File: config.mk
export PLATFORM = sky130hd
export DESIGN_NAME = iht_ctrl_flat
export DESIGN_NICKNAME = d
export VERILOG_FILES = /design/src/sv/iht_pkg.sv /design/src/sv/iht_if.sv /design/src/sv/iht_ctrl.sv /design/src/flat_wrapper.sv
export SDC_FILE = /design/constraint.sdc
export NUM_CORES = 1
export LEC_CHECK = 0
export ABC_AREA = 1
export BUFFER_PORTS_ARGS = -buffer_cell sky130_fd_sc_hd__buf_2
export CORE_ASPECT_RATIO = 0.5
export CORE_MARGIN = 2
export CORE_UTILIZATION = 45
export CTS_BUF_LIST = sky130_fd_sc_hd__clkbuf_8
export DETAILED_ROUTE_END_ITERATION = 6
export GPL_TIMING_DRIVEN = 0
export HOLD_SLACK_MARGIN = 0.08
export PLACE_DENSITY = 0.79
export SYNTH_ARGS = -nofsm -noshare
export SYNTH_HDL_FRONTEND = slang
export SYNTH_SLANG_ARGS = --single-unit
File: constraint.sdc
create_clock -name clk -period 5.2 [get_ports clk]
set_input_delay 0.78 -clock clk [delete_from_list [all_inputs] [get_ports clk]]
set_output_delay 0.78 -clock clk [all_outputs]
set_load 0.05 [all_outputs]
File: src/sv/iht_pkg.sv
// Shared definitions for the ID handle table: sizes, operation and status codes,
// controller state type and the memory request bundle. No dependencies.
package iht_pkg;

  // Table depth and the number of usable IDs (IDs are eight bits wide).
  localparam int TABLE_DEPTH = 256;
  localparam int ID_LIMIT    = (TABLE_DEPTH < 256) ? TABLE_DEPTH : 256;
  localparam int ID_W        = 8;
  localparam int ID_AW       = $clog2(ID_LIMIT);
  localparam int CNT_W       = 9;
  localparam int VAL_W       = 64;
  localparam int OP_W        = 2;
  localparam int STAT_W      = 2;

  localparam logic [CNT_W-1:0] ID_LIMIT_CNT = CNT_W'(ID_LIMIT);

  // Operation codes.
  localparam logic [OP_W-1:0] OP_ADD    = 2'd0;
  localparam logic [OP_W-1:0] OP_GET    = 2'd1;
  localparam logic [OP_W-1:0] OP_REMOVE = 2'd2;

  // Status codes.
  localparam logic [STAT_W-1:0] STAT_OK   = 2'd0;
  localparam logic [STAT_W-1:0] STAT_ZERO = 2'd1;
  localparam logic [STAT_W-1:0] STAT_FULL = 2'd2;
  localparam logic [STAT_W-1:0] STAT_BAD  = 2'd3;

  // Controller states.
  typedef enum logic {
    ST_IDLE,
    ST_EXEC
  } iht_state_t;

  // Read and write requests from the controller to both memories.
  typedef struct packed {
    logic             tbl_re;
    logic [ID_AW-1:0] tbl_raddr;
    logic             tbl_we;
    logic [ID_AW-1:0] tbl_waddr;
    logic [VAL_W-1:0] tbl_wdata;
    logic             stk_re;
    logic [ID_AW-1:0] stk_raddr;
    logic             stk_we;
    logic [ID_AW-1:0] stk_waddr;
    logic [ID_W-1:0]  stk_wdata;
  } iht_mem_req_t;

endpackage

File: src/sv/iht_if.sv
// Handshake channel interfaces for request and result words of the ID handle table.
// Depends on iht_pkg for field widths.
interface iht_in_if
  import iht_pkg::*;
  ();
  logic             valid;
  logic             ready;
  logic [OP_W-1:0]  operation;
  logic [VAL_W-1:0] item_value;
  logic [ID_W-1:0]  item_id;

  modport source (output valid, output operation, output item_value, output item_id,
                  input ready);
  modport sink (input valid, input operation, input item_value, input item_id,
                output ready);
endinterface

interface iht_out_if
  import iht_pkg::*;
  ();
  logic              valid;
  logic              ready;
  logic [STAT_W-1:0] status;
  logic [ID_W-1:0]   assigned_id;
  logic [VAL_W-1:0]  read_value;

  modport source (output valid, output status, output assigned_id, output read_value,
                  input ready);
  modport sink (input valid, input status, input assigned_id, input read_value,
                output ready);
endinterface

File: src/sv/iht_ctrl.sv
// Controller of the ID handle table: request capture, free-stack and issue counters,
// read-modify-write decisions and the result register. Depends on iht_pkg and iht_if.
module iht_ctrl
  import iht_pkg::*;
(
  input  logic             clk,
  input  logic             rst_n,
  iht_in_if.sink           in_ch,
  iht_out_if.source        out_ch,
  output iht_mem_req_t     mem_req,
  input  logic [VAL_W-1:0] tbl_rdata,
  input  logic [ID_W-1:0]  stk_rdata
);

  iht_state_t state_r, state_nxt;

  logic [OP_W-1:0]   op_r;
  logic [VAL_W-1:0]  value_r;
  logic [ID_W-1:0]   id_r;
  logic [CNT_W-1:0]  free_cnt_r, free_cnt_nxt;
  logic [CNT_W-1:0]  issued_r, issued_nxt;

  logic              out_valid_r;
  logic [STAT_W-1:0] status_r, status_nxt;
  logic [ID_W-1:0]   assigned_r, assigned_nxt;
  logic [VAL_W-1:0]  read_val_r, read_val_nxt;

  logic              accept;
  logic              exec_go;
  logic              id_bad;
  logic [CNT_W-1:0]  free_top;

  assign accept   = in_ch.valid && in_ch.ready;
  assign exec_go  = (state_r == ST_EXEC) && (!out_valid_r || out_ch.ready);
  assign id_bad   = ({1'b0, id_r} >= issued_r);
  assign free_top = free_cnt_r - CNT_W'(1);

  // Next state.
  always_comb begin
    state_nxt = state_r;
    case (state_r)
      ST_IDLE: begin
        if (accept) state_nxt = ST_EXEC;
      end
      ST_EXEC: begin
        if (exec_go) state_nxt = ST_IDLE;
      end
      default: state_nxt = ST_IDLE;
    endcase
  end

  // Handshake output of the request side.
  always_comb begin
    case (state_r)
      ST_IDLE: in_ch.ready = 1'b1;
      default: in_ch.ready = 1'b0;
    endcase
  end

  // Decision logic: counters, result word and memory writes.
  always_comb begin
    free_cnt_nxt      = free_cnt_r;
    issued_nxt        = issued_r;
    status_nxt        = STAT_BAD;
    assigned_nxt      = '0;
    read_val_nxt      = '0;
    mem_req           = '0;
    mem_req.tbl_re    = accept;
    mem_req.tbl_raddr = in_ch.item_id[ID_AW-1:0];
    mem_req.stk_re    = accept;
    mem_req.stk_raddr = free_top[ID_AW-1:0];
    mem_req.tbl_wdata = value_r;
    mem_req.stk_wdata = id_r;
    mem_req.stk_waddr = free_cnt_r[ID_AW-1:0];
    case (op_r)
      OP_ADD: begin
        if (value_r == '0) begin
          status_nxt = STAT_ZERO;
        end else if (free_cnt_r != '0) begin
          status_nxt        = STAT_OK;
          assigned_nxt      = stk_rdata;
          free_cnt_nxt      = free_top;
          mem_req.tbl_we    = exec_go;
          mem_req.tbl_waddr = stk_rdata[ID_AW-1:0];
        end else if (issued_r < ID_LIMIT_CNT) begin
          status_nxt        = STAT_OK;
          assigned_nxt      = issued_r[ID_W-1:0];
          issued_nxt        = issued_r + CNT_W'(1);
          mem_req.tbl_we    = exec_go;
          mem_req.tbl_waddr = issued_r[ID_AW-1:0];
        end else begin
          status_nxt = STAT_FULL;
        end
      end
      OP_GET: begin
        if (!id_bad) begin
          status_nxt   = STAT_OK;
          read_val_nxt = tbl_rdata;
        end
      end
      OP_REMOVE: begin
        if (!id_bad && tbl_rdata != '0 && free_cnt_r < ID_LIMIT_CNT) begin
          status_nxt        = STAT_OK;
          free_cnt_nxt      = free_cnt_r + CNT_W'(1);
          mem_req.tbl_we    = exec_go;
          mem_req.tbl_waddr = id_r[ID_AW-1:0];
          mem_req.tbl_wdata = '0;
          mem_req.stk_we    = exec_go;
        end
      end
      default: status_nxt = STAT_BAD;
    endcase
  end

  // Control registers.
  always_ff @(posedge clk) begin
    if (!rst_n) begin
      state_r     <= ST_IDLE;
      free_cnt_r  <= '0;
      issued_r    <= '0;
      out_valid_r <= 1'b0;
    end else begin
      state_r <= state_nxt;
      if (exec_go) begin
        free_cnt_r  <= free_cnt_nxt;
        issued_r    <= issued_nxt;
        out_valid_r <= 1'b1;
      end else if (out_ch.ready) begin
        out_valid_r <= 1'b0;
      end
    end
  end

  // Captured request and result payload.
  always_ff @(posedge clk) begin
    if (accept) begin
      op_r    <= in_ch.operation;
      value_r <= in_ch.item_value;
      id_r    <= in_ch.item_id;
    end
    if (exec_go) begin
      status_r   <= status_nxt;
      assigned_r <= assigned_nxt;
      read_val_r <= read_val_nxt;
    end
  end

  assign out_ch.valid       = out_valid_r;
  assign out_ch.status      = status_r;
  assign out_ch.assigned_id = assigned_r;
  assign out_ch.read_value  = read_val_r;

endmodule

File: src/flat_wrapper.sv
// flat-port wrapper written by rule: the top's interface ports become plain ports
module iht_ctrl_flat import iht_pkg::*;
  (clk, rst_n, mem_req, tbl_rdata, stk_rdata, in_ch_valid, in_ch_operation, in_ch_item_value, in_ch_item_id, in_ch_ready, out_ch_valid, out_ch_status, out_ch_assigned_id, out_ch_read_value, out_ch_ready);
  iht_in_if in_ch_i ();
  iht_out_if out_ch_i ();
  input  logic clk;
  input  logic rst_n;
  output iht_mem_req_t mem_req;
  input  logic [VAL_W-1:0] tbl_rdata;
  input  logic [ID_W-1:0] stk_rdata;
  input wire logic [$bits(in_ch_i.valid)-1:0] in_ch_valid;
  input wire logic [$bits(in_ch_i.operation)-1:0] in_ch_operation;
  input wire logic [$bits(in_ch_i.item_value)-1:0] in_ch_item_value;
  input wire logic [$bits(in_ch_i.item_id)-1:0] in_ch_item_id;
  output wire logic [$bits(in_ch_i.ready)-1:0] in_ch_ready;
  output wire logic [$bits(out_ch_i.valid)-1:0] out_ch_valid;
  output wire logic [$bits(out_ch_i.status)-1:0] out_ch_status;
  output wire logic [$bits(out_ch_i.assigned_id)-1:0] out_ch_assigned_id;
  output wire logic [$bits(out_ch_i.read_value)-1:0] out_ch_read_value;
  input wire logic [$bits(out_ch_i.ready)-1:0] out_ch_ready;
  assign in_ch_i.valid = in_ch_valid;
  assign in_ch_i.operation = in_ch_operation;
  assign in_ch_i.item_value = in_ch_item_value;
  assign in_ch_i.item_id = in_ch_item_id;
  assign in_ch_ready = in_ch_i.ready;
  assign out_ch_valid = out_ch_i.valid;
  assign out_ch_status = out_ch_i.status;
  assign out_ch_assigned_id = out_ch_i.assigned_id;
  assign out_ch_read_value = out_ch_i.read_value;
  assign out_ch_i.ready = out_ch_ready;
  iht_ctrl u_core (.clk(clk), .rst_n(rst_n), .in_ch(in_ch_i), .out_ch(out_ch_i), .mem_req(mem_req), .tbl_rdata(tbl_rdata), .stk_rdata(stk_rdata));
endmodule
==> flow_summary.toml <==
[routing]
wirelength_um = 20500
avgViaCountPerCell = 4.604
firstDrtPassIters = 5
wl_per_cell_um = 14.25
ant_nets = 0
vias = 6625
drtIter0Drc = 374
drcViolationCount = 0

[synthesis]
yosysUniqueCellTypes = 31
synth_nets = 999
yosys_warnings = 0
postSynthCellCount = 838
syn-cell-area_um2 = 7819
avgSynthCellArea_um2 = 9.330
synth_edf_count = 148
async_reset_ff_share_pct = 0
synth_top_flop_cell = "edfxtp_1"
yosys_register_bits = 168
seq_area_frac_synth_pct = 61.96

[sta]
finalSetupTns_ps = 0
hold_viol_final = 0
tightest_slew_ps = 930.9
skew_ps = 13.00
slew_viol_final = 0
timing.fmax_ghz = 0.2442
relSlewSlack_pct = 37.94
setup_violations = 0
rsz0062_at_grt = "no"
fin_crit_ps = 4096
fin_crit_sh_pct = 78.76

[setup_path]
worst-path-stages = 12
cp.buffers_inverters = 3
path_cells = "ha_1, nand2_1, inv_1, nand2_1, nand3_1, a21oi_1, nand3_1, nor2_4, buf_2, nand2_1, o21ai_0, buf_2"
worst-setup-path-type = "reg2out"
cp_max_fo = 10
critPathMaxStageDelay_ps = 470
cp_slowest_cell = "edfxtp_1"
cp_top_family = "simple AND/OR/NAND/NOR gates"
arrival_ps = 3320
critPathCaptureType = "primary output"
timing.critical_path.to = "mem_req[91]"
cpMostUsedCell = "nand2_1"
reg2reg_slack_ps = 2660
cp-start-kind = "register"
cp-startpoint = "u_core.id_r[4]"
r2r-end = "u_core.out_ch.read_value[9]"
rr_startpoint = "u_core.id_r[4]"
r2r_cells = 10
worstPathRequired_ps = 4420

[layout]
nFillCells = 1481
finalCoreUtilization_pct = 59.56
drive_above_1_share_pct = 34.44
area_growth_pct = 30.92
stdcell_count = 1439
diodes = 0
nets = 1353

[global_routing]
grt_pass1_wl_um = 31620
grt_pass1_vias = 6465
grt_max_degree = 76
antenna_found_initial = 1
groute.usage.overall_pct = 22.11
overflow = 0

[placement]
dp_cells = 1407
place.gp.congestion = 0.8908
post-dp-hpwl_um = 16120
io_buffer_count = 333

[clock_network]
postCtsSetupBuffers = 0
ctsHoldBuffers = 0
cts_buffers = 17
cts.repair.resized = 0
cts_tree = "built"
insertion_delay_ps = 450
clock-root-buffer = "clkbuf_8"
cts_sinks = 168
cts.htree.levels = 4
cts.clk_slew.worst_paths_ps = 100
clock_path_buffers = 2

[pwr]
combPwrFrac_pct = 24.3
switching_share_pct = 34.17
power_uw = 3401
ir_worst_vdd_mv = 0.2159
seqPwrFrac_pct = 46.9
intPower_uw = 2239
powerDensity_nw_per_um2 = 332.3
p_sw_uw = 1162
power.share.clock_pct = 28.8
p_leak_uw = 0.004989

[flow_run]
maxCapViolCount = 0

[die]
fp-row-count = 34
start_util_pct = 45.49
num_io_pins = 334
core_area_um2 = 17190
die_x_um = 190.4
die_y_um = 97.21
die_area_um2 = 18510

[outcome]
status = "completed"

[min_path]
hold_class = "in2reg"
==> routing by layer <==
layer / track usage, % / vias up / share of wire (%)
li1: - / 3306 / -
met1: 26.09 / 2994 / 41
met2: 38.99 / 275 / 50
met3: 5.345 / 48 / 6.3
met4: 8.587 / 2 / 2.8
met5: 0 / - / 0.063
==> placed cells by master (no fill, tap or decap), drive strengths merged <==
| cell | count |
|---|---|
| clkbuf | 19 |
| o21a | 1 |
| ha | 11 |
| o21ai | 23 |
| a211oi | 1 |
| nand3b | 3 |
| o211ai | 2 |
| nand4 | 3 |
| edfxtp | 148 |
| nor2 | 247 |
| bufinv | 3 |
| o22ai | 1 |
| a22oi | 1 |
| xor2 | 8 |
| and2 | 1 |
| nor3 | 12 |
| nand2 | 89 |
| dfxtp | 20 |
| a21oi | 23 |
| nand3 | 33 |
| buf | 372 |
| clkinv | 6 |
| xnor2 | 2 |
| inv | 174 |
| clkinvlp | 2 |
==> how the worst min path moves through the flow <==
stage | to | start | cells after the start
5_1_grt | u_core.value_r[31] | in_ch_item_value[31] | 1
6_report | u_core.value_r[30] | in_ch_item_value[30] | 1
3_5_place_dp | u_core.out_ch.valid | u_core.out_ch.valid | 2
2_1_floorplan | u_core.issued_r[1] | u_core.issued_r[1] | 2
4_1_cts | u_core.value_r[19] | in_ch_item_value[19] | 1
3_3_place_gp | u_core.out_ch.valid | u_core.out_ch.valid | 2
==> cell usage after synthesis (2+ instances only) <==
master / count / share of area, %
a21oi_1: 23 / 1.5
buf_2: 16 / 1.0
buf_4: 19 / 1.8
buf_6: 2 / 0.29
clkbuf_1: 2 / 0.096
dfxtp_1: 20 / 5.1
edfxtp_1: 148 / 57
ha_1: 11 / 1.8
inv_1: 168 / 8.1
nand2_1: 85 / 4.1
nand2_2: 4 / 0.32
nand3_1: 32 / 2.0
nand3b_1: 3 / 0.29
nand4_1: 3 / 0.24
nor2_1: 244 / 12
nor2_4: 3 / 0.43
nor3_1: 11 / 0.70
o211ai_1: 2 / 0.19
o21ai_0: 20 / 1.3
o21ai_1: 3 / 0.19
xnor2_1: 2 / 0.22
xor2_1: 8 / 0.90
==> power groups by stage <==
stage	logic, uW	clock network (uW)	registers, uW
final	827	979	1600
after global routing	878	1060	1600
after CTS	829	1000	1600
after detailed placement	828	0	1630
after global placement	810	0	1630
after floorplan	460	0	1760
==> layout make-up <==
cell class	instances	area [um2]	area share (%)
Buffer	39	252.7	2.469
Clock buffer	17	234.0	2.286
Clock inverter	15	173.9	1.699
Inverter	170	641.9	6.271
Multi-Input combinational cell	461	2090	20.41
Sequential cell	168	4845	47.33
Tap cell	234	292.8	2.860
Timing Repair Buffer	335	1707	16.67
==> kinds of logic after synthesis <==
logic type                 after synthesis  share of synthesized area, %
AOI/OAI and AO/OA                       52                         3.505
xor gates and xnor gates                10                         1.120
adders and majority gates               11                         1.760
buffers and inverters                  209                         11.41
DFF                                    168                         61.96
and+or+nand+nor                        388                         20.24
==> per-stage QoR <==
step / cell area, um2 / setup slack, ps / hold slack, ps
after floorplan: 7821 / 1208 / 491.3
after global placement: 9781 / 169.4 / 489.0
after detailed placement: 9828 / 1649 / 491.6
final: 10240 / 1104 / 498.2
after CTS: 10240 / 1134 / 466.4
after global routing: 10240 / 943.0 / 459.3
==> state kept, by name, indices dropped and copies added, names as in the netlist, 2 cells and up <==
signal / flops
u_core.out_ch.read_value: 64
u_core.value_r: 64
u_core.free_cnt_r: 9
u_core.issued_r: 9
u_core.id_r: 8
u_core.out_ch.assigned_id: 8
u_core.op_r: 2
u_core.out_ch.status: 2
Power figures use the tool's default switching activity.
